File: src/sv/mma_pkg.sv
// ---------------------------------------------------------------------------
// mma_pkg
// Shared types and constants for the multichannel moving average block.
// ---------------------------------------------------------------------------
`timescale 1ns / 1ps

package mma_pkg;

  // Fixed field geometry
  localparam int CHANNELS    = 4;
  localparam int SAMPLE_BITS = 16;
  localparam int FRAC_BITS   = 8;
  localparam int MEAN_W      = SAMPLE_BITS + FRAC_BITS;
  localparam int FILL_W      = 7;
  localparam int WS_W        = 7;

  // Defaults and limits
  localparam int              WINDOW_DEPTH_DEF = 64;
  localparam int              MIN_WINDOW       = 1;
  localparam logic [WS_W-1:0] WS_RESET         = 7'd64;

  // Operation codes
  localparam logic OP_APPEND = 1'b0;
  localparam logic OP_CLEAR  = 1'b1;

  // One sample per channel, channel 0 in the low slot
  typedef logic [CHANNELS-1:0][SAMPLE_BITS-1:0] samples_t;

  typedef struct packed {
    logic                   op;
    logic [SAMPLE_BITS-1:0] sample_ch0;
    logic [SAMPLE_BITS-1:0] sample_ch1;
    logic [SAMPLE_BITS-1:0] sample_ch2;
    logic [SAMPLE_BITS-1:0] sample_ch3;
  } in_t;

  typedef struct packed {
    logic [MEAN_W-1:0] mean_ch0;
    logic [MEAN_W-1:0] mean_ch1;
    logic [MEAN_W-1:0] mean_ch2;
    logic [MEAN_W-1:0] mean_ch3;
    logic [FILL_W-1:0] fill_count;
  } out_t;

endpackage

File: src/sv/mma_store.sv
// ---------------------------------------------------------------------------
// mma_store
// Ring store of multi-channel samples: one write port, one registered read.
// ---------------------------------------------------------------------------
`timescale 1ns / 1ps

module mma_store #(
  parameter int WINDOW_DEPTH = mma_pkg::WINDOW_DEPTH_DEF
) (
  input  logic                                               clk,
  input  logic                                               wr_en,
  input  logic [((WINDOW_DEPTH > 1) ? $clog2(WINDOW_DEPTH) : 1)-1:0] wr_addr,
  input  mma_pkg::samples_t                                  wr_data,
  input  logic [((WINDOW_DEPTH > 1) ? $clog2(WINDOW_DEPTH) : 1)-1:0] rd_addr,
  output mma_pkg::samples_t                                  rd_data
);

  mma_pkg::samples_t mem [WINDOW_DEPTH];
  mma_pkg::samples_t rd_data_r;

  // Write one entry
  always_ff @(posedge clk) begin
    if (wr_en) begin
      mem[wr_addr] <= wr_data;
    end
  end

  // Read every cycle; the data is registered and appears in the cycle after the address
  always_ff @(posedge clk) begin
    rd_data_r <= mem[rd_addr];
  end

  assign rd_data = rd_data_r;

endmodule

File: config.mk
export PLATFORM = sky130hd
export DESIGN_NAME = mma_store
export DESIGN_NICKNAME = d
export VERILOG_FILES = /design/src/sv/mma_pkg.sv /design/src/sv/mma_store.sv
export SDC_FILE = /design/constraint.sdc
export NUM_CORES = 2
export LEC_CHECK = 0
export BUFFER_PORTS_ARGS = -buffer_cell sky130_fd_sc_hd__buf_2
export CAP_MARGIN = 20
export CORE_ASPECT_RATIO = 0.5
export CORE_MARGIN = 1.5
export CORE_UTILIZATION = 40
export DETAILED_ROUTE_END_ITERATION = 7
export PLACE_DENSITY = 0.64
export SLEW_MARGIN = 0
export SYNTH_ARGS = -nofsm -noshare
export SYNTH_HDL_FRONTEND = slang
export SYNTH_SLANG_ARGS = --single-unit
File: constraint.sdc
create_clock -name clk -period 13.1 [get_ports clk]
set_clock_uncertainty 0.15 [all_clocks]
set_input_delay 1.965 -clock clk [delete_from_list [all_inputs] [get_ports clk]]
set_output_delay 1.965 -clock clk [all_outputs]
set_load 0.02 [all_outputs]
======== After elaboration in Yosys (flattened, before gate mapping) ========
Memories as Yosys holds them, arrays and structs flattened. A register that Yosys moved wholly into a read port is not among the register bits.
Index checks and enable logic that the tools add are counted.
storage, ports and cells
  memories ................................ 1
  register bits after elaboration ......... 0
  RAM bits ................................ 4096
  word-level logic and storage cells ...... 3
cells by class
  muxes and demuxes ....................... 2
memory list
  name  depth  width  read ports  clocked after memory_dff  write ports  RTL line         RTL
  mem   64     64     1           1                         1            mma_store.sv:18  mma_pkg::samples_t mem [WINDOW_DEPTH];
operators by type and width
  cell               number
  two-way mux 1 bit  2

======== Logic depth before layout (Yosys ltp) ========
  word-level depth ........................ 2
  gate-level depth with buffers ........... 9
  depth with buffers taken out ............ 5

======== Worst setup path before layout ========
OpenSTA, ideal clock, no wires.
  path type ............................... input to register
  from .................................... input wr_addr[3] (netlist bit)
  to ...................................... memory mem[48][0] (netlist bit), enable pin
  setup slack ............................. 5549 ps
  cell stages on the path ................. 4
  data arrival time ....................... 6837 ps
  library setup time ...................... 564 ps
  path through ............................ clkbuf_1 nor2b_1 nand4b_1 nor3_1
RTL lines
  item                RTL line         RTL
  start: declaration  mma_store.sv:12  input logic [((WINDOW_DEPTH > 1) ? $clog2(WINDOW_DEPTH) : 1)-1:0] wr_addr,
  end: declaration    mma_store.sv:18
No word-level cell before the write port.

==> flow_metrics.py <==
metrics = {
    "run_status": {
        "outcome": "completed",
    },
    "critical_path": {
        "worst-endpoint-required_ns": 13.70,
        "kind_of_start_point_of_the_critical_path": "input port",
        "worst_setup_path_startpoint": "rd_addr[2]",
        "rr_worst_depth": 4,
        "crit_arrival_ns": 6.07,
        "crit_chain": "buf_8 -> buf_4 -> buf_4 -> buf_4 -> mux4_2 -> or3_1 -> a41oi_1 -> a211oi_1",
        "crit_path_frequent_cell": "sky130_fd_sc_hd__buf_4",
        "crit_path_max_fanout": 54,
        "rr_endpoint": "rd_data[52]$_DFF_P_",
        "crit_slowest_cell": "sky130_fd_sc_hd__buf_4",
        "r2r_start": "mem[38][52]$_DFFE_PP_",
        "register_to_register_setup_slack_ns": 10.85,
        "critPathKind": "in2reg",
        "worst_path_largest_cell_delay_ns": 0.81,
        "crit_path_end_kind": "flop",
    },
    "floorplanning": {
        "row_count": 162,
        "die-height_um": 445,
        "io_pins": 142,
        "coreArea_um2": 389000,
        "floorplan.initialDensity_pct": 40.2,
        "die_w_um": 887,
        "die_outline_area_um2": 395000,
    },
    "sta": {
        "grt_setup_unrepaired": "false",
        "timing_hold_violations_final": 0,
        "timing.slew.headroom_pct": 18.0,
        "worst_slack_ns": 7.62,
        "setup_viol": 0,
        "fin_crit_ns": 5.48,
        "timing.final.crit_share_pct": 41.8,
        "setup_tns_ns": 0,
        "tightestPinTransition_ns": 1.23,
        "maxClockFrequency_mhz": 183,
        "timing.final.max_slew_violations": 0,
    },
    "clocking": {
        "postCtsSetupRepairBufs": 0,
        "cts_root_buf": "sky130_fd_sc_hd__clkbuf_16",
        "h-tree-depth": 5,
        "cts_buffers": 384,
        "worst_skew_pair.late_latency_ns": 0.92,
        "cts_sinks": 4160,
        "clkTransAtPathRegs_ns": 0.06,
        "tritoncts_clock_tree": "yes",
        "post_cts_hold_buffer_count": 0,
        "cts_resized": 0,
        "cts_buffer_depth": 4,
    },
    "placement": {
        "hpwl_um": 223000,
        "io_buffers": 141,
        "gp_routability_congestion": 0.775,
        "post-place-ws_ns": 6.71,
    },
    "worst_hold_path": {
        "worst_hold_path.num_cells": 4,
        "hp-start": "mem[46][26]$_DFFE_PP_",
        "holdPathEnd": "rd_data[26]$_DFF_P_",
        "hold_path_class": "reg2reg",
    },
    "drt": {
        "routed_via_density": 6.01,
        "post-route-drc-count": 0,
        "vias": 75700,
        "wire_per_inst_um": 33.3,
        "antenna_left": 0,
        "drt_pre_antenna_iters": 6,
        "dr.first_iter.drc_count": 10600,
        "drt-total-wl_um": 419000,
    },
    "global_routing": {
        "first_global_vias": 74000,
        "grtUsageTotal_pct": 20.7,
        "maximum_number_of_pins_on_one_net_before_global_route_repair": 137,
        "grt_overflow": 0,
        "met3_usage_pct": 4.22,
        "grtUsageMet2_pct": 31.6,
        "grt_util_met1_pct": 30.7,
        "gr-max-usage-layer": "met2",
        "grt_antenna_before_repair": 65,
        "grt_first_pass_wirelength_um": 580000,
    },
    "synth": {
        "netlist-cell-type-count": 33,
        "yosys_warnings": 0,
        "netlist_area_um2": 156000,
        "synth_top_cell_by_area": "sky130_fd_sc_hd__edfxtp_1",
        "synth-edff-count": 4096,
        "post_synth_most_frequent_cells": "sky130_fd_sc_hd__edfxtp_1, sky130_fd_sc_hd__mux4_2, sky130_fd_sc_hd__buf_2, sky130_fd_sc_hd__a22oi_1, sky130_fd_sc_hd__clkbuf_1",
        "ys_top_cells_by_area": "sky130_fd_sc_hd__edfxtp_1, sky130_fd_sc_hd__mux4_2, sky130_fd_sc_hd__mux2i_1",
        "post_synth.cell_area_avg_um2": 23.7,
        "synth_top_area_share_pct": 78.7,
        "synth_most_common_cell": "sky130_fd_sc_hd__edfxtp_1",
        "synth_async_sr_flop_share_pct": 0,
        "syn_inst": 6598,
        "synth_ff_type": "sky130_fd_sc_hd__edfxtp_1",
        "yosys_register_bits": 4160,
        "yosysSeqAreaShare_pct": 79.5,
        "postSynthNetCount": 6676,
    },
    "layout": {
        "fillers": 31800,
        "fin_nets": 7053,
        "flow.area_growth_from_synthesis_pct": 13.1,
        "post_route_cells_drive_above_1_share_pct": 27.9,
    },
    "power_and_ir_drop": {
        "p_leak_nw": 54.4,
        "power.ir.vdd_worst_mv": 0.118,
        "totalPowerFinal_w": 0.0272,
        "power_density_nw_per_um2": 154,
    },
    "run": {
        "max_cap_violations": 0,
    },
}
-- cells by family after synthesis --
group,count (synthesis),synth area share [%]
buf+inv,389,1.18
simple gates,386,1.24
compound gates,504,2.48
mux,1159,15.6
flops,4160,79.5
-- cell usage in the layout (no fill, tap or decap), types with 56 or more instances in the layout --
master	netlist	layout
sky130_fd_sc_hd__a22o_1	88	88
sky130_fd_sc_hd__a211oi_1	63	63
sky130_fd_sc_hd__mux2i_1	135	135
sky130_fd_sc_hd__a22oi_1	168	168
sky130_fd_sc_hd__buf_4	34	192
sky130_fd_sc_hd__o22ai_1	83	83
sky130_fd_sc_hd__mux4_2	1024	1024
sky130_fd_sc_hd__dfxtp_1	64	64
sky130_fd_sc_hd__diode_2	0	56
sky130_fd_sc_hd__and3_1	64	64
sky130_fd_sc_hd__clkbuf_1	140	78
sky130_fd_sc_hd__nor2_4	0	65
sky130_fd_sc_hd__edfxtp_1	4096	4096
sky130_fd_sc_hd__clkbuf_16	0	388
sky130_fd_sc_hd__clkinv_1	0	81
sky130_fd_sc_hd__clkinv_2	0	75
sky130_fd_sc_hd__buf_2	170	138
-- area by class of cell --
| cell class | instances | area [um2] | share of cell area (%) |
|---|---|---|---|
| sequential | 4160 | 124000 | 70.3 |
| multi-input combinational | 2049 | 30800 | 17.4 |
| clock buffer | 477 | 10200 | 5.74 |
| tap | 5248 | 6570 | 3.71 |
| timing repair buffer | 361 | 2750 | 1.56 |
| clock inverter | 221 | 2110 | 1.19 |
| antenna | 56 | 140 | 0.0792 |
| inverter | 19 | 71.3 | 0.0403 |
-- stage by stage --
step                instance area (um2)  util (%)  hold WS, ns  instances
finish                           177000      45.4        0.699      12600
global route                     177000      45.4        0.712      12500
CTS                              176000      45.3        0.710      12500
detailed placement               164000      42.1        0.681      11800
global placement                 164000      42.1        0.662      11800
floorplan                        156000         -        0.638       6598
-- worst max-delay path by stage --
stage                                 to  slack, ns
finish               rd_data[41]$_DFF_P_       7.62
global route         rd_data[41]$_DFF_P_       7.54
CTS                  rd_data[41]$_DFF_P_       7.68
detailed placement   rd_data[41]$_DFF_P_       6.71
global placement     rd_data[41]$_DFF_P_       6.78
floorplan           mem[48][0]$_DFFE_PP_       5.55
-- critical path, delay by kind of cell --
| family | cells | cell delay, ns |
|---|---|---|
| compound gates | 2 | 0.44 |
| mux | 1 | 0.41 |
| simple gates | 1 | 0.31 |
| buf+inv | 4 | 2.60 |
-- power by group --
part,switching (W),internal (W),total [W]
logic,0.000802,0.000460,0.00126
registers,0.0000677,0.0147,0.0148
clock network,0.00482,0.00627,0.0111
-- flip-flops by register name, summed over array words and instances, names as in the netlist --
register / count
rd_data: 64
mem: 4096
-- layer usage --
layer / up-vias / routed length (um)
li1: 29300 / -
met1: 41300 / 169000
met2: 4411 / 191000
met3: 651 / 46800
met4: 30 / 11800
met5: - / 381
(Power assumes the default switching activity.)
