`config.mk`:
```
export PLATFORM = sky130hd
export DESIGN_NAME = mma_div
export DESIGN_NICKNAME = d
export VERILOG_FILES = /design/src/sv/mma_pkg.sv /design/src/sv/mma_div.sv
export SDC_FILE = /design/constraint.sdc
export NUM_CORES = 1
export LEC_CHECK = 0
export BUFFER_PORTS_ARGS = -buffer_cell sky130_fd_sc_hd__buf_2
export CAP_MARGIN = 10
export CORE_ASPECT_RATIO = 0.7
export CORE_MARGIN = 1.5
export CORE_UTILIZATION = 45
export DETAILED_ROUTE_END_ITERATION = 10
export PLACE_DENSITY = 0.8
export SLEW_MARGIN = 40
export SYNTH_ARGS = -nofsm -noshare
export SYNTH_HDL_FRONTEND = slang
export SYNTH_SLANG_ARGS = --single-unit
export TNS_END_PERCENT = 100
```
`constraint.sdc`:
```
create_clock -name clk -period 3.7 [get_ports clk]
set_input_delay 0.185 -clock clk [delete_from_list [all_inputs] [get_ports clk]]
set_output_delay 0.185 -clock clk [all_outputs]
set_load 0.02 [all_outputs]
```
`src/sv/mma_pkg.sv`:
```
// ---------------------------------------------------------------------------
// mma_pkg
// Shared types and constants for the multichannel moving average block.
// ---------------------------------------------------------------------------
`timescale 1ns / 1ps

package mma_pkg;

  // Fixed field geometry
  localparam int CHANNELS    = 4;
  localparam int SAMPLE_BITS = 16;
  localparam int FRAC_BITS   = 8;
  localparam int MEAN_W      = SAMPLE_BITS + FRAC_BITS;
  localparam int FILL_W      = 7;
  localparam int WS_W        = 7;

  // Defaults and limits
  localparam int              WINDOW_DEPTH_DEF = 64;
  localparam int              MIN_WINDOW       = 1;
  localparam logic [WS_W-1:0] WS_RESET         = 7'd64;

  // Operation codes
  localparam logic OP_APPEND = 1'b0;
  localparam logic OP_CLEAR  = 1'b1;

  // One sample per channel, channel 0 in the low slot
  typedef logic [CHANNELS-1:0][SAMPLE_BITS-1:0] samples_t;

  typedef struct packed {
    logic                   op;
    logic [SAMPLE_BITS-1:0] sample_ch0;
    logic [SAMPLE_BITS-1:0] sample_ch1;
    logic [SAMPLE_BITS-1:0] sample_ch2;
    logic [SAMPLE_BITS-1:0] sample_ch3;
  } in_t;

  typedef struct packed {
    logic [MEAN_W-1:0] mean_ch0;
    logic [MEAN_W-1:0] mean_ch1;
    logic [MEAN_W-1:0] mean_ch2;
    logic [MEAN_W-1:0] mean_ch3;
    logic [FILL_W-1:0] fill_count;
  } out_t;

endpackage

```
`src/sv/mma_div.sv`:
```
// ---------------------------------------------------------------------------
// mma_div
// Restoring divider, one quotient bit per cycle, all channels side by side
// against one shared divisor. Produces floor((sum << FRAC_BITS) / divisor).
// ---------------------------------------------------------------------------
`timescale 1ns / 1ps

module mma_div #(
  parameter int WINDOW_DEPTH = mma_pkg::WINDOW_DEPTH_DEF
) (
  input  logic                                                        clk,
  input  logic                                                        rst_n,
  input  logic                                                        start,
  input  logic [$clog2(WINDOW_DEPTH+1)-1:0]                           divisor,
  input  logic [mma_pkg::CHANNELS-1:0]
               [mma_pkg::SAMPLE_BITS+$clog2(WINDOW_DEPTH+1)-1:0]      sums,
  output logic                                                        done,
  output logic [mma_pkg::CHANNELS-1:0][mma_pkg::MEAN_W-1:0]           quot
);

  localparam int CNT_W  = $clog2(WINDOW_DEPTH + 1);
  localparam int SUM_W  = mma_pkg::SAMPLE_BITS + CNT_W;
  localparam int QW     = mma_pkg::MEAN_W;
  localparam int STEP_W = $clog2(QW + 1);

  logic              busy_r;
  logic              done_r;
  logic [STEP_W-1:0] step_r;
  logic [CNT_W-1:0]  div_r;
  logic [mma_pkg::CHANNELS-1:0][CNT_W-1:0] rem_r;
  logic [mma_pkg::CHANNELS-1:0][CNT_W-1:0] rem_nxt;
  logic [mma_pkg::CHANNELS-1:0][QW-1:0]    dq_r;
  logic [mma_pkg::CHANNELS-1:0][QW-1:0]    dq_nxt;
  logic [mma_pkg::CHANNELS-1:0][CNT_W:0]   trial;

  // One restoring step per lane; the dividend bits shift out of dq_r as the
  // quotient bits shift in
  always_comb begin
    for (int c = 0; c < mma_pkg::CHANNELS; c++) begin
      trial[c] = {rem_r[c], dq_r[c][QW-1]};
      if (trial[c] >= {1'b0, div_r}) begin
        rem_nxt[c] = CNT_W'(trial[c] - {1'b0, div_r});
        dq_nxt[c]  = {dq_r[c][QW-2:0], 1'b1};
      end else begin
        rem_nxt[c] = trial[c][CNT_W-1:0];
        dq_nxt[c]  = {dq_r[c][QW-2:0], 1'b0};
      end
    end
  end

  // Step sequencer
  always_ff @(posedge clk) begin
    if (!rst_n) begin
      busy_r <= 1'b0;
      done_r <= 1'b0;
      step_r <= '0;
    end else begin
      done_r <= 1'b0;
      if (start) begin
        busy_r <= 1'b1;
        step_r <= '0;
      end else if (busy_r) begin
        step_r <= step_r + STEP_W'(1);
        if (step_r == STEP_W'(QW - 1)) begin
          busy_r <= 1'b0;
          done_r <= 1'b1;
        end
      end
    end
  end

  // Load operands, then iterate. The high sum bits start the remainder: the
  // quotient always fits QW bits, so they are below the divisor.
  always_ff @(posedge clk) begin
    if (start) begin
      div_r <= divisor;
      for (int c = 0; c < mma_pkg::CHANNELS; c++) begin
        rem_r[c] <= sums[c][SUM_W-1:mma_pkg::SAMPLE_BITS];
        dq_r[c]  <= {sums[c][mma_pkg::SAMPLE_BITS-1:0], mma_pkg::FRAC_BITS'(0)};
      end
    end else if (busy_r) begin
      rem_r <= rem_nxt;
      dq_r  <= dq_nxt;
    end
  end

  assign done = done_r;
  assign quot = dq_r;

endmodule

```
Yosys cells after proc, flatten, opt, wreduce, memory -nomap -nowiden
Index checks and enable logic that the tools add are counted.
{"block": "word_totals", "ram_bits": 0, "n_memories": 0, "romBits": 0, "ff_bits": 138, "wordCells": 47, "inputBits": 102, "latch_bits": 0}
{"block": "classes", "eq_ne": 1, "mux": 16, "multipliers": 0, "shift": 0, "n_bitwise": 2, "n_div": 0, "reduce_logical": 3, "addsub": 5, "magnitude_cmp": 4}
{"cell": "two-way mux 96 bit", "n": 2}
{"cell": "two-way mux 28 bit", "n": 2}
{"cell": ">= comparator 8 x 7 -> 1 bit", "n": 4}
{"cell": "two-way mux 7 bit", "n": 4}
{"cell": "subtractor 7 bit", "n": 4}
{"cell": "two-way mux 1 bit", "n": 8}
{"cell": "adder 5 x 1 -> 5 bit, second input constant", "n": 1}
{"cell": "== test 5 bit, second input constant", "n": 1}
{"cell": "OR reduction 3 bit", "n": 1}
{"cell": "NOT 1 bit", "n": 2}
{"cell": "nonzero test 2 bit", "n": 1}
{"cell": "OR reduction 2 bit", "n": 1}

Longest topological paths before layout
{"block": "depth", "ltp_word": 4, "depth_mapped": 9, "depth_no_buf": 7}

Worst setup path after synthesis
Ideal clock, no wire load.
{"block": "synth_path", "kind": "in2reg", "from": "in start", "to": "reg dq_r, in the netlist quot[10], enable pin", "t_required_ns": 3.289, "setup_time_ns": 0.411, "stages": 4, "t_arrival_ns": 2.172, "setup_slack_ns": 1.117, "path_cell_list": "clkbuf_1 -> clkbuf_1 -> clkbuf_1 -> or2_2"}
{"block": "synth_between", "elab_chain_len": 1}
{"element": "from (decl)", "line": "mma_div.sv:13", "rtl": "input logic start,"}
{"element": "nonzero test 2 bit (no line)"}
{"element": "to (signal, indexed assignment)", "line": "mma_div.sv:79", "rtl": "dq_r[c] <= {sums[c][mma_pkg::SAMPLE_BITS-1:0], mma_pkg::FRAC_BITS'(0)};"}
{"element": "to (signal assigned)", "line": "mma_div.sv:83", "rtl": "dq_r <= dq_nxt;"}
{"element": "to (decl)", "line": "mma_div.sv:32", "rtl": "logic [mma_pkg::CHANNELS-1:0][QW-1:0] dq_r;"}
No other way between the ends.
A chain may end at the register's enable or synchronous reset.

Worst setup path after layout
{"block": "layout_path", "from": "reg div_r[0]", "to": "reg rem_r[3] (netlist name), data pin"}
{"block": "layout_between", "elab_chain_len": 4}
{"element": "from (decl)", "line": "mma_div.sv:29", "rtl": "logic [CNT_W-1:0] div_r;"}
{"element": "from (signal assigned)", "line": "mma_div.sv:76", "rtl": "div_r <= divisor;"}
{"element": "subtractor 7 bit or >= comparator 8 x 7 -> 1 bit (tied branches)", "line": "mma_div.sv:42, mma_div.sv:41"}
{"element": "two-way mux 7 bit *", "line": "mma_div.sv:41", "rtl": "if (trial[c] >= {1'b0, div_r}) begin"}
{"element": "two-way mux 28 bit *", "line": "mma_div.sv:81", "rtl": "end else if (busy_r) begin"}
{"element": "two-way mux 28 bit *", "line": "mma_div.sv:75", "rtl": "if (start) begin"}
{"element": "to (signal, indexed assignment)", "line": "mma_div.sv:78", "rtl": "rem_r[c] <= sums[c][SUM_W-1:mma_pkg::SAMPLE_BITS];"}
{"element": "to (signal assigned)", "line": "mma_div.sv:82", "rtl": "rem_r <= rem_nxt;"}
{"element": "to (decl)", "line": "mma_div.sv:30", "rtl": "logic [mma_pkg::CHANNELS-1:0][CNT_W-1:0] rem_r;"}
Every way passes the cells marked *; elsewhere a longest branch is shown, timed or not. The select of a mux whose other input is x is not followed.

==> out/qor.txt <==
Tot Pwr -> 5210 uW
Internal power -> 3410 uW
Mapped Avg Cell Area -> 11.0 um2
Main synth FF type -> edfxtp_1
Switching Fraction -> 34.5%
Flops & latches, synth -> 138
Antenna-violating nets left -> 0
Final net count -> 982
Pre-CTS WS -> 1.17 ns
CTS clock-pin slew for the worst setup and hold paths -> 0.07 ns
CP endpoint kind -> flip-flop
Area grow syn2layout -> 13.2%
Worst Setup Slack, final -> 1.14 ns
Worst-Margin Slew -> 0.723 ns
Seq/Total Area, Yosys -> 45.2%
Commonest cells in the netlist -> 99 x edfxtp_1, 94 x buf_4, 70 x nor2_1
VDD IR max -> 0.320 mV
DR iter-0 viols -> 473
Port Buffers -> 198
Clock share of power -> 32.2%
# diodes -> 0
Fillers -> 1572
Root buf cell -> clkbuf_16
Pins Over Slew Limit -> 0
Maximum clock rate -> 390 MHz
Die Height -> 117 um
RSZ-0062 raised after global routing -> false
Std-Cell Rows -> 41
Clock sinks -> 138
Final GP Congestion -> 0.887
Sequential share of power -> 38.3%
Worst-case clock buffer depth -> 2
Syn_nets -> 889
Router iterations before antenna repair -> 5
FFs w/ async S/R, synth -> 0%
Post-route clock skew -> 0.00873 ns
Crit path launch type -> flip-flop
Io pins -> 199
Yosys top cell area share -> 35.8%
Vias post-DR -> 6037
Post-Route WL -> 19200 um
Area of the multi-input gates -> 0.00348 mm2
Global-route usage over all layers -> 19.8%
# Post-CTS Setup Buffers -> 0
Core Util, Final -> 52.0%
Cells after synthesis -> 754
Post-synth EDFFs -> 99
Depth of the CTS H-tree -> 4
Wire length per cell -> 17.5 um
Post-synth top area cell -> edfxtp_1
Largest net degree at the start of global routing -> 84
Core Box Area -> 0.0181 mm2
Vias in the first global route -> 5528
Relative slew slack -> 51.8%
Final Hold Fails -> 0
Area of the mapped netlist -> 0.00830 mm2
Mean number of vias per cell -> 5.51
Register area -> 0.00375 mm2
CTS buffer count -> 17
Setup TNS -> 0 ns
Crit path kind -> flip-flop to flip-flop
Status -> completed
Req. time, crit path -> 3.94 ns
Comb pwr share -> 29.4%
Layout cells sized above 1 -> 31.2%
Area contributors post-synth -> edfxtp_1 36%, dfxtp_1 9.4%, buf_4 8.5%
P per Cell Area -> 555 mW/mm2
PostCTS Resize Cnt -> 0
CP Data Arrival Time -> 2.80 ns
Initial antenna violation count -> 0
Count leader, synth -> edfxtp_1
Starting density of the core -> 46.0%
Leakage power total -> 0.00401 uW
Min-Delay Path Class -> input port to flip-flop
GRT Residual Overflow -> 0
Min cycle time layout -> 2.56 ns
Final setup violation count -> 0
First-pass GRT wire length -> 29000 um
Detailed Place HPWL -> 13900 um
Post-synthesis cell type count -> 57
Hold WS -> 0.0497 ns
R2r setup slk -> 1.14 ns
Final Cycle Share -> 69.2%
Die area -> 0.0193 mm2
Ys Warns -> 0
Die X -> 165 um
Clk_lat worst skew -> 0.42 ns
Maximum Capacitance Violations -> 0
Highest net fanout along the worst path -> 9
Psw -> 1800 uW
CTS tree -> built
Drt drc -> 0
## routing by layer
| layer | GRT usage [%] | vias to the layer above | routed length [um] |
|---|---|---|---|
| met2 | 29.3 | 253 | 8390 |
| met1 | 27.9 | 2867 | 8850 |
| met5 | 0 | - | 0 |
| li1 | - | 2888 | - |
| met3 | 6.25 | 29 | 1680 |
| met4 | 5.71 | 0 | 271 |
## through the flow
stage               instances  instance area (um2)
detailed placement       1056                 8720
floorplan                 754                 8300
global placement         1056                 8720
global route             1096                 9400
CTS                      1096                 9400
finish                   1096                 9400
## critical path: stages, from the launching register on
cell and delay [ns]:
edfxtp_1 0.47, ha_1 0.24, fa_1 0.40, nand2b_1 0.21
a211o_1 0.39, and3_1 0.37, o311ai_4 0.31
## logic make-up (layout without fill, tap and decap cells)
family / Yosys count / after routing / share of synthesized area (%)
AND/OR/NAND/NOR: 198 / 198 / 12.8
XOR/XNOR: 11 / 11 / 1.16
buffers and inverters: 175 / 281 / 13.0
AO/OA/AOI/OAI: 170 / 170 / 19.0
multiplexers: 29 / 29 / 3.50
flip-flops: 138 / 138 / 45.2
adder cells (fa/ha/maj): 33 / 33 / 5.34
## cells in the final DEF (no fill, tap or decap), drive strengths merged, types with 3 or more instances in the layout
cell	n
a2111oi	5
nand3b	8
clkinv	4
xor2	7
nor3b	3
or2	5
o2111ai	3
clkbuf	17
mux2i	29
a21oi	6
fa	4
and2	11
a211o	4
a41oi	11
a221oi	8
nor2b	21
nor2	72
a211oi	15
or4b	3
buf	203
edfxtp	99
ha	29
a22o	60
inv	47
dlygate4sd3	8
nand2	20
a311oi	12
o31ai	7
nand2b	20
and3	4
or3b	6
o311ai	9
o21ai	13
nand4	15
dfxtp	39
a21o	12
nand3	6
xnor2	4
## sequential cells by signal, indices dropped and copies added, names as in the netlist
register	cells
quot	96
rem_r	28
div_r	7
step_r	5
busy_r	1
done	1
## area by class of cell
cell class | instances | share of cell area [%]
sequential | 138 | 40.0
multi-input combinational | 441 | 37.0
timing repair buffer | 211 | 12.0
clock buffer | 17 | 4.53
tap | 236 | 3.14
clock inverter | 15 | 1.85
inverter | 38 | 1.52
## power by group through the flow
stage                     logic (uW)  clock network, uW  registers, uW
final                           1530               1680           2000
after global routing            1670               1790           2010
after CTS                       1520               1710           2000
after detailed placement        1510                  0           2020
after global placement          1480                  0           2020
after floorplan                 1280                  0           1980
## timing repair
| action | CTS | global route |
|---|---|---|
| hold endpoints to repair | 8 | 0 |
| endpoints found under the setup margin | 0 | 0 |
| hold buffers | 8 | 0 |
## worst paths after layout
check,from,end,depth (start not counted)
setup / recovery,div_r[0],rem_r[3],6
hold / removal,sums[69],quot[80],3
setup reg to reg,div_r[0],rem_r[3],6
hold reg to reg,quot[7],quot[7],2
Power figures use the tool's default switching activity.
